--- src/hw/rtl/lpht_mod_unit.sv ---
// ----------------------------------------------------------------------------
// lpht_mod_unit
// shared restoring remainder unit, one dividend bit per cycle
// ----------------------------------------------------------------------------
module lpht_mod_unit #(
  parameter int DW = 31,
  parameter int VW = 11
) (
  input  logic          clk,
  input  logic          rst_n,
  input  logic          start,
  input  logic [DW-1:0] dividend,
  input  logic [VW-1:0] divisor,
  output logic          done,
  output logic [VW-1:0] rem
);
  localparam int CNT_W = $clog2(DW + 1);

  logic [DW-1:0]    dvd_r;
  logic [VW-1:0]    div_r;
  logic [VW-1:0]    rem_r;
  logic [CNT_W-1:0] cnt_r;
  logic             busy_r;
  logic             done_r;
  logic [VW:0]      trial;
  logic             ge;
  logic [VW-1:0]    rem_nxt;

  always_comb begin
    trial   = {rem_r, dvd_r[DW-1]};
    ge      = trial >= {1'b0, div_r};
    rem_nxt = ge ? VW'(trial - {1'b0, div_r}) : VW'(trial);
  end

  always_ff @(posedge clk) begin
    if (!rst_n) begin
      busy_r <= 1'b0;
      done_r <= 1'b0;
      cnt_r  <= '0;
    end else if (start) begin
      busy_r <= 1'b1;
      done_r <= 1'b0;
      cnt_r  <= CNT_W'(DW);
    end else if (busy_r) begin
      cnt_r  <= cnt_r - 1'b1;
      busy_r <= (cnt_r != CNT_W'(1));
      done_r <= (cnt_r == CNT_W'(1));
    end else begin
      done_r <= 1'b0;
    end
  end

  always_ff @(posedge clk) begin
    if (start) begin
      dvd_r <= dividend;
      div_r <= divisor;
      rem_r <= '0;
    end else if (busy_r) begin
      dvd_r <= {dvd_r[DW-2:0], 1'b0};
      rem_r <= rem_nxt;
    end
  end

  assign done = done_r;
  assign rem  = rem_r;

endmodule

--- config.mk ---
export PLATFORM = sky130hd
export DESIGN_NAME = lpht_mod_unit
export DESIGN_NICKNAME = d
export VERILOG_FILES = /design/src/hw/rtl/lpht_mod_unit.sv
export SDC_FILE = /design/constraint.sdc
export NUM_CORES = 1
export LEC_CHECK = 0
export ABC_AREA = 1
export BUFFER_PORTS_ARGS = -buffer_cell sky130_fd_sc_hd__buf_2
export CELL_PAD_IN_SITES_DETAIL_PLACEMENT = 1
export CELL_PAD_IN_SITES_GLOBAL_PLACEMENT = 2
export CORE_ASPECT_RATIO = 2
export CORE_MARGIN = 1.5
export CORE_UTILIZATION = 29
export CTS_BUF_LIST = sky130_fd_sc_hd__clkbuf_16
export DETAILED_ROUTE_END_ITERATION = 7
export PLACE_DENSITY_LB_ADDON = 0.1
export SLEW_MARGIN = 20
export SYNTH_ARGS = -nofsm -noshare
export SYNTH_HDL_FRONTEND = slang
export SYNTH_SLANG_ARGS = --single-unit
--- constraint.sdc ---
create_clock -name clk -period 1.8 [get_ports clk]
set_input_delay 0.36 -clock clk [delete_from_list [all_inputs] [get_ports clk]]
set_output_delay 0.36 -clock clk [all_outputs]
set_load 0.005 [all_outputs]
==> results.toml, run 1 <==
[outcome]
status = "finished with violations"
violations = "setup timing"

[yosys]
synth_top_area_share_pct = 38.6
syn_nets = 461
ys_top_cells_by_area = "edfxtp_1 (39%), nand2_1 (19%), dfxtp_1 (11%)"
ys_seq_elements = 60
synth_edf_count = 42
synth_ff_type = "edfxtp_1"
async_flop_share_pct = 0
synth_cell_types = 31
synth-seq-area-share_pct = 49.6
synth_commonest_cells = "nand2_1 (162), inv_1 (62), edfxtp_1 (42)"
yosysTopAreaCell = "edfxtp_1"
yosysMostFrequentCell = "nand2_1"
synth_cells = 402
syn_area_um2 = 3270
syn_avg_cell_area_um2 = 8.13
yosysWarningCount = 0

[place]
dp_slack_ns = -0.105
gp_congestion = 0.803
port_buffers = 56
dpl.cell_count = 615
hpwl_um = 7050

[cts]
cts-root-buf = "clkbuf_16"
cts_buffers = 9
htree_levels = 3
clock_latency_ns = 0.32
clock_path_buffers = 2
cts_sinks = 60
path_clk_slew_ns = 0.05
postCtsHoldBufs = 0
cts_tree = "yes"

[drt]
dr_wl_met2_um = 5350
met1Wirelength_um = 3190
highest_layer = "met4"
routedWlPerCell_um = 14.0
ant_nets = 0
drt-initial-drc-count = 65
wl_met3_um = 235
vias = 2820
drc = 0
wl_um = 8910
vias_per_cell = 4.43
drtPass1Iterations = 4

[timing]
period_needed_ns = 1.82
worstMarginPinSlew_ns = 0.360
worst_slack_ns = -0.0170
maxSlewViolCount = 0
rsz0062_at_grt = "yes"
hold_slack_ns = 0.210
finalCritPeriodShare_pct = 101
skew_ns = 0.00644
hold_viol = 0
fmax_mhz = 550
max_slew_margin_pct = 76.0
setup_viol = 7

[global_routing]
antenna_found_initial = 0
grt_max_degree = 38
grt_usage_pct = 16.2
grt_overflow = 0
grt_pass1_vias = 3130
grt_pass1_wl_um = 14900

[power]
power_density_nw_per_um2 = 850
power.static_leakage_nw = 2.25
peakVddDrop_mv = 0.472

[final_layout]
antenna_cells = 0
layout-drive-gt1-share_pct = 29.6
nNetsFinal = 551
fin_util_pct = 39.8
layout.cells.non_filler = 637
area_growth_pct = 33.2
nFillCells = 1388

[worst_setup_path]
crit-reg2reg-launch = "div_r[0]$_DFFE_PP_"
arrival_ns = 2.03
critical_path.endpoint = "rem[1]$_SDFFE_PP0P_"
r2r_cells = 13
worstPathMaxFanout = 5
cp-start-kind = "flop"
end_kind = "flop"
path_class = "reg -> reg"
rr_endpoint = "rem[1]$_SDFFE_PP0P_"
crit_start = "div_r[0]$_DFFE_PP_"
cp.required_ns = 2.01
r2r_slack_ns = -0.02

[floorplan]
fp.coreArea_um2 = 10900
start_util_pct = 29.8
rows = 54
die_h_um = 153
ioPinCount = 57
floorplan.die_area_um2 = 11900
die_x_um = 78.1

[min_path]
hold_class = "in -> reg"

[job]
maxCapViolations = 0
## where the power goes
part / internal (mW) / leakage (nW) / switching, mW / total, mW
logic: 0.206 / 1.53 / 0.292 / 0.498
registers: 1.61 / 0.573 / 0.0381 / 1.65
clock network: 0.984 / 0.144 / 0.570 / 1.55
## worst min-delay path by stage
stage | start | to | slack, ns | depth (start not counted)
finish | divisor[0] | div_r[0]$_DFFE_PP_ | 0.21 | 1
global route | divisor[3] | div_r[3]$_DFFE_PP_ | 0.20 | 1
CTS | divisor[0] | div_r[0]$_DFFE_PP_ | 0.19 | 1
detailed placement | rem[10]$_SDFFE_PP0P_ | rem[10]$_SDFFE_PP0P_ | 0.49 | 2
global placement | cnt_r[4]$_SDFFE_PN0P_ | cnt_r[4]$_SDFFE_PN0P_ | 0.48 | 2
floorplan | divisor[0] | div_r[0]$_DFFE_PP_ | 0.46 | 0
## per-stage QoR
step / power, mW / cell area (um2) / TNS (ns)
floorplan: 1.94 / 3270 / 0
global placement: 2.13 / 3900 / -0.148
detailed placement: 2.14 / 3900 / -0.868
CTS: 3.74 / 4250 / -0.849
global route: 3.89 / 4350 / -1.24
finish: 3.70 / 4350 / -0.0346
## cells by family (layout without fill, tap and decap cells)
group | Yosys count | count (layout) | synth area share (%)
AO/OA/AOI/OAI | 17 | 17 | 3.18
XOR/XNOR | 3 | 3 | 0.804
adder cells (fa/ha/maj) | 14 | 14 | 5.59
buffers and inverters | 78 | 173 | 10.1
flip-flops | 60 | 60 | 49.6
AND/OR/NAND/NOR | 230 | 230 | 30.7
## sequential cells by signal, indices dropped and copies added, names as in the netlist
register	flops
cnt_r	5
rem	11
done	1
div_r	11
busy_r	1
dvd_r	31
## timing repair
| item | CTS | global route |
|---|---|---|
| endpoints found under the hold margin | 0 | 0 |
| endpoints found under the setup margin | 11 | 11 |
| setup buffers | 3 | 2 |
| gates resized for setup | 14 | 17 |
| gates cloned | 0 | 1 |
| pin swaps | 7 | 8 |
## per-layer routing
layer,up-vias,global-route usage (%)
met4,0,5.87
li1,1459,-
met5,-,0
met1,1311,15.5
met3,10,2.69
met2,40,33.0
## critical path, cell delays in order (launching register included)
cell	delay, ns
edfxtp_1	0.37
ha_2	0.19
fa_2	0.36
inv_2	0.08
nand2_2	0.05
nand2_2	0.07
nand2_2	0.06
nand2_2	0.08
nand2_4	0.07
nand3_4	0.07
buf_6	0.14
nand2_2	0.06
nand3_2	0.06
o21ai_1	0.06
## final cells by class
class | instances | area [um2] | share of cell area [%]
inverter | 65 | 244 | 5.61
timing repair buffer | 92 | 621 | 14.3
tap | 140 | 175 | 4.02
clock buffer | 10 | 250 | 5.75
sequential | 60 | 1620 | 37.3
clock inverter | 6 | 22.5 | 0.517
multi-input combinational | 264 | 1420 | 32.6
## cell usage in the layout, fill, tap and decap left out, types with 2 or more instances in the layout
cell type | Yosys | routed
nand3_1 | 21 | 13
buf_6 | 4 | 4
nand2_1 | 162 | 153
o21ai_1 | 3 | 4
buf_12 | 0 | 3
xor2_1 | 3 | 2
inv_2 | 2 | 4
nor2_1 | 13 | 13
buf_2 | 2 | 56
ha_1 | 13 | 10
a21oi_1 | 4 | 4
nand2_2 | 7 | 13
nand3_2 | 8 | 15
nand4_1 | 15 | 15
edfxtp_1 | 42 | 42
buf_4 | 1 | 28
nand2_4 | 0 | 3
dfxtp_1 | 18 | 18
a31oi_1 | 2 | 2
o31ai_1 | 2 | 2
clkinv_1 | 1 | 4
ha_2 | 0 | 3
clkbuf_16 | 0 | 11
inv_1 | 62 | 63
o21ai_0 | 3 | 2
Note: power is estimated with default switching activity, not from simulation.
==> run 2: changes to the inputs <==
--- a/config.mk
+++ b/config.mk
@@ -5,13 +5,12 @@
 export SDC_FILE = /design/constraint.sdc
 export NUM_CORES = 1
 export LEC_CHECK = 0
-export ABC_AREA = 1
 export BUFFER_PORTS_ARGS = -buffer_cell sky130_fd_sc_hd__buf_2
 export CELL_PAD_IN_SITES_DETAIL_PLACEMENT = 1
 export CELL_PAD_IN_SITES_GLOBAL_PLACEMENT = 2
 export CORE_ASPECT_RATIO = 2
 export CORE_MARGIN = 1.5
-export CORE_UTILIZATION = 29
+export CORE_UTILIZATION = 33
 export CTS_BUF_LIST = sky130_fd_sc_hd__clkbuf_16
 export DETAILED_ROUTE_END_ITERATION = 7
 export PLACE_DENSITY_LB_ADDON = 0.1
==> run 2 against run 1 <==
Compared with the run above:
- the flow still finishes with violations (setup timing)
- flip-flop and latch count is the same
- hold slack is essentially flat
- fmax shrank 20%
- utilization grew 6.5 points
- via count shrank 19%
- sequential share of layout area grew 1.6 points
- sequential power grew 3%
- synthesized cell count shrank 37%
- clock skew shrank 0.00087 ns
- cell count shrank 27%
- count of clock-buffer cells in the layout shrank 1
==> results.toml, run 2 <==
[outcome]
status = "finished with violations"
violations = "setup timing"

[place]
gp_congestion = 0.811
dpl.cell_count = 444
port_buffers = 56
hpwl_um = 5730
dp_slack_ns = -0.594
dpl_cell_area_um2 = 3820

[drt]
vias_per_cell = 4.96
ant_nets = 0
routedWlPerCell_um = 16.0
drt-initial-drc-count = 74
wl_um = 7430
drc = 0
vias = 2295
drtPass1Iterations = 4

[final_layout]
area_growth_pct = 35.6
largest_register = "dvd_r"
mostFrequentLayoutCells = "buf_2 (56), buf_4 (43), edfxtp_1 (42), mux2_2 (30), nor2_1 (21)"
largest_reg_flops = 31
antenna_cells = 0
final_common_cell = "buf_2"
fin_util_pct = 46.3
final_area_um2 = 4170
nNetsFinal = 415
nFillCells = 964
layout.cells.non_filler = 463
layout-drive-gt1-share_pct = 46.5

[cts]
htree_levels = 3
cts_sinks = 60
cts-root-buf = "clkbuf_16"
clock_path_buffers = 2
cts_buffers = 9
clock_latency_ns = 0.32
cts_tree = "yes"
path_clk_slew_ns = 0.05

[global_routing]
grt_max_degree = 32
grt.busiest_layer = "met2"
use_met2_pct = 30.4
met1_usage_pct = 15.9
antenna_found_initial = 0
grt_overflow = 0
use_met3_pct = 3.55
grt_pass1_vias = 2616
grt_pass1_wl_um = 12200
grt_usage_pct = 16.0

[timing]
rsz0062_at_grt = "yes"
worst_slack_ns = -0.464
setup_viol = 11
maxSlewViolCount = 0
tns_ns = -4.60
hold_viol = 0
fmax_mhz = 442
worstMarginPinSlew_ns = 0.382
hold_slack_ns = 0.210
max_slew_margin_pct = 74.3
skew_ns = 0.00558
period_needed_ns = 2.26
finalCritPeriodShare_pct = 126

[worst_setup_path]
end_kind = "flop"
cp.required_ns = 2.04
path_class = "reg -> reg"
cp-start-kind = "flop"
arrival_ns = 2.51
worstPathMaxFanout = 4

[job]
maxCapViolations = 0

[yosys]
yosysMostFrequentCell = "edfxtp_1"
ys_seq_elements = 60
async_flop_share_pct = 0
synth_fa_ha_area_share_pct = 5.94
yosysTopAreaCell = "edfxtp_1"
synth_edf_count = 42
synth_cells = 254
synth-simple-area-share_pct = 9.64
ys_top_cells_by_area = "edfxtp_1 (41%), dfxtp_1 (12%), mux2_2 (11%)"
synth_top_family_by_area = "multiplexers"
synth-compound-area-share_pct = 11.8
synth_mux_area_share_pct = 13.4
synthXorXnorAreaFrac_pct = 2.28
syn_avg_cell_area_um2 = 12.1
yosysWarningCount = 0
syn_nets = 313
syn_area_um2 = 3080
synth_cell_types = 48
synth-seq-area-share_pct = 52.7
synth_top_area_share_pct = 41.0
synth_commonest_cells = "edfxtp_1 (42), mux2_2 (30), nor2_1 (22)"
synth_ff_type = "edfxtp_1"

[floorplan]
die_h_um = 140
start_util_pct = 34.1
rows = 49
die_x_um = 71.3
ioPinCount = 57
floorplan.die_area_um2 = 9940
fp.coreArea_um2 = 9010

[power]
power.static_leakage_nw = 1.86
power_mw = 4.31
peakVddDrop_mv = 0.660
power_density_nw_per_um2 = 1030

[min_path]
hold_class = "in -> reg"
## run 2: cell types whose count changed in the layout (fill, tap and decap cells not counted), moves of 8 or more
cell	change
inv_1	-46
mux2_2	+30
nand3_2	-15
nand2_2	-13
nand4_1	-15
nand2_1	-144
nand3_1	-11
buf_4	+15
nor2_1	+8
## run 2: kinds of logic (layout without fill, tap and decap cells)
group           Yosys count  count (layout)
compound gates           48              48
simple gates             57              57
fa+ha+maj                14              14
flops                    60              60
buf+inv                  30             137
xor+xnor                  8               8
mux                      37              37
## run 2: area by class of cell
type	instances	area, um2	area share (%)
Multi-Input combinational cell	164	1400	33.6
Inverter	19	71.3	1.71
Timing Repair Buffer	102	663	15.9
Clock inverter	7	58.8	1.41
Sequential cell	60	1620	38.9
Clock buffer	9	225	5.40
Tap cell	102	128	3.06
## run 2: critical path, stage by stage, from the launching register on
cell	delay, ns
edfxtp_1	0.39
inv_2	0.09
ha_4	0.21
a21o_1	0.18
a211o_1	0.28
a211o_1	0.26
or2_4	0.27
mux2_4	0.31
a211oi_2	0.20
## run 2: path summary, 6_finish.rpt
check / depth (start not counted) / slack, ns / endpoint / start
max: 8 / -0.46 / rem[0]$_SDFFE_PP0P_ / div_r[9]$_DFFE_PP_
min: 1 / 0.21 / div_r[2]$_DFFE_PP_ / divisor[2]
max reg2reg: 8 / -0.46 / rem[0]$_SDFFE_PP0P_ / div_r[9]$_DFFE_PP_
min reg2reg: 1 / 0.55 / dvd_r[2]$_DFFE_PP_ / dvd_r[1]$_DFFE_PP_
## run 2: timing repair
item	CTS	global route
hold buffers	0	0
pin swaps	4	5
resized for setup	5	8
cloned	0	0
setup endpoints to repair	11	11
setup buffers	2	1
## run 2: power by group
| part | switching (mW) | total [mW] | internal, mW |
|---|---|---|---|
| clock network | 0.584 | 1.63 | 1.05 |
| registers | 0.0594 | 1.70 | 1.64 |
| logic | 0.456 | 0.983 | 0.528 |
| total | 1.10 | 4.31 | 3.21 |
## run 2: metal layers
layer	part of all wire, %	vias up
met1	36	1103
li1	-	1143
met4	2.0	0
met5	0	-
met2	59	39
met3	3.2	10
==> run 3: changes to the inputs <==
--- a/config.mk
+++ b/config.mk
@@ -13,6 +13,7 @@
 export CORE_UTILIZATION = 33
 export CTS_BUF_LIST = sky130_fd_sc_hd__clkbuf_16
 export DETAILED_ROUTE_END_ITERATION = 7
+export MAX_ROUTING_LAYER = met4
 export PLACE_DENSITY_LB_ADDON = 0.1
 export SLEW_MARGIN = 20
 export SYNTH_ARGS = -nofsm -noshare
==> run 3 against run 2 <==
Compared with the run above:
- global-route usage rose by 0.44 points
- the run still ends with setup timing left
- critical endpoint unchanged
- critical path depth did not move
- register-to-register slack barely moved
==> results.toml, run 3 (synthesis gave the netlist of run 2 again) <==
[outcome]
status = "finished with violations"
violations = "setup timing"

[timing]
worstMarginPinSlew_ns = 0.382
tns_ns = -4.59
max_slew_margin_pct = 74.3
period_needed_ns = 2.26
finalCritPeriodShare_pct = 126
skew_ns = 0.00518
setup_viol = 11
maxSlewViolCount = 0
fmax_mhz = 442
hold_viol = 0
rsz0062_at_grt = "yes"
worst_slack_ns = -0.462

[power]
p_sw_share_pct = 25.5
power_mw = 4.32
combPwrFrac_pct = 22.8
power.static_leakage_nw = 1.86
p_int_mw = 3.21
peakVddDrop_mv = 0.657
p_seq_share_pct = 39.3
switchingPower_mw = 1.10
power_density_nw_per_um2 = 1030
pwr-share-clk_pct = 37.9

[cts]
cts-root-buf = "clkbuf_16"
path_clk_slew_ns = 0.05
cts_buffers = 9
htree_levels = 3
clock_path_buffers = 2
cts_sinks = 60
postCtsHoldBufs = 0
clock_latency_ns = 0.32
cts_tree = "yes"

[worst_setup_path]
cp-start-kind = "flop"
arrival_ns = 2.50
cp.required_ns = 2.04
end_kind = "flop"
worstPathMaxFanout = 4
path_class = "reg -> reg"

[final_layout]
nFillCells = 964
final_common_cell = "buf_2"
antenna_cells = 0
largest_reg_flops = 31
layout-drive-gt1-share_pct = 46.5
final_area_um2 = 4170
area_growth_pct = 35.6
largest_register = "dvd_r"
nNetsFinal = 415
mostFrequentLayoutCells = "buf_2 (56), buf_4 (43), edfxtp_1 (42), mux2_2 (30), nor2_1 (21)"

[drt]
vias = 2294
wl_um = 7440
ant_nets = 0
routedWlPerCell_um = 16.1
drtPass1Iterations = 3
drc = 0
drt-initial-drc-count = 67
vias_per_cell = 4.95

[floorplan]
ioPinCount = 57
die_x_um = 71.3
start_util_pct = 34.1
rows = 49
die_h_um = 140
fp.coreArea_um2 = 9010
floorplan.die_area_um2 = 9940

[global_routing]
grt_max_degree = 32
antenna_found_initial = 0
grt_overflow = 0
use_met2_pct = 30.4
grt.busiest_layer = "met2"
met1_usage_pct = 16.1
grt_usage_pct = 16.5
use_met3_pct = 3.19
grt_pass1_vias = 2616
grt_pass1_wl_um = 12200

[job]
maxCapViolations = 0

[place]
port_buffers = 56
hpwl_um = 5730
gp_congestion = 0.823
dpl_cell_area_um2 = 3820

[min_path]
hold_class = "in -> reg"
[run 3: cell counts in the layout (fill, tap and decap cells not counted)]
Identical to the previous run, type by type.
[run 3: final cells by class]
type / instances / area [um2] / share of cell area (%)
multi-input combinational: 164 / 1400 / 33.6
clock buffer: 9 / 225 / 5.40
inverter: 19 / 71.3 / 1.71
timing repair buffer: 102 / 663 / 15.9
tap: 102 / 128 / 3.06
sequential: 60 / 1620 / 38.9
clock inverter: 7 / 58.8 / 1.41
[run 3: layer usage]
metal	up-vias	wire, um
met2	41	4340
met1	1098	2730
met4	0	157
li1	1143	-
met5	-	0
met3	12	215
[run 3: power groups by stage]
stage,Clock [mW],Sequential [mW],Combinational [mW]
finish,1.64,1.70,0.983
global route,1.74,1.71,1.09
CTS,1.69,1.70,0.979
detailed placement,0,1.72,0.946
global placement,0,1.72,0.932
floorplan,0,1.72,0.542
[run 3: metrics by stage]
step	cells	hold slack, ns	util (%)	setup WS, ns
2_1_floorplan	254	0.459	-	-0.415
3_3_place_gp	444	0.529	42.4	-0.576
3_5_place_dp	444	0.539	42.4	-0.594
4_1_cts	462	0.196	46.0	-0.456
5_1_grt	463	0.198	46.3	-0.576
6_report	463	0.209	46.3	-0.462
[run 3: final timing paths]
check             depth (start not counted)                from             endpoint  slack (ns)
hold reg to reg                           1  dvd_r[1]$_DFFE_PP_   dvd_r[2]$_DFFE_PP_        0.55
setup reg to reg                          8  div_r[9]$_DFFE_PP_  rem[0]$_SDFFE_PP0P_       -0.46
hold / removal                            1          divisor[2]   div_r[2]$_DFFE_PP_        0.21
setup / recovery                          8  div_r[9]$_DFFE_PP_  rem[0]$_SDFFE_PP0P_       -0.46
[run 3: critical path, stage by stage, from the launching register on]
cell and delay [ns]:
edfxtp_1 0.39, inv_2 0.09, ha_4 0.21, a21o_1 0.18, a211o_1 0.28, a211o_1 0.26, or2_4 0.27, mux2_4 0.31
a211oi_2 0.20
[run 3: what timing repair did]
action,in CTS,in global routing
resized for setup,5,8
pin swaps,4,5
buffers inserted,2,1
endpoints found under the setup margin,11,11
hold endpoints to repair,0,0
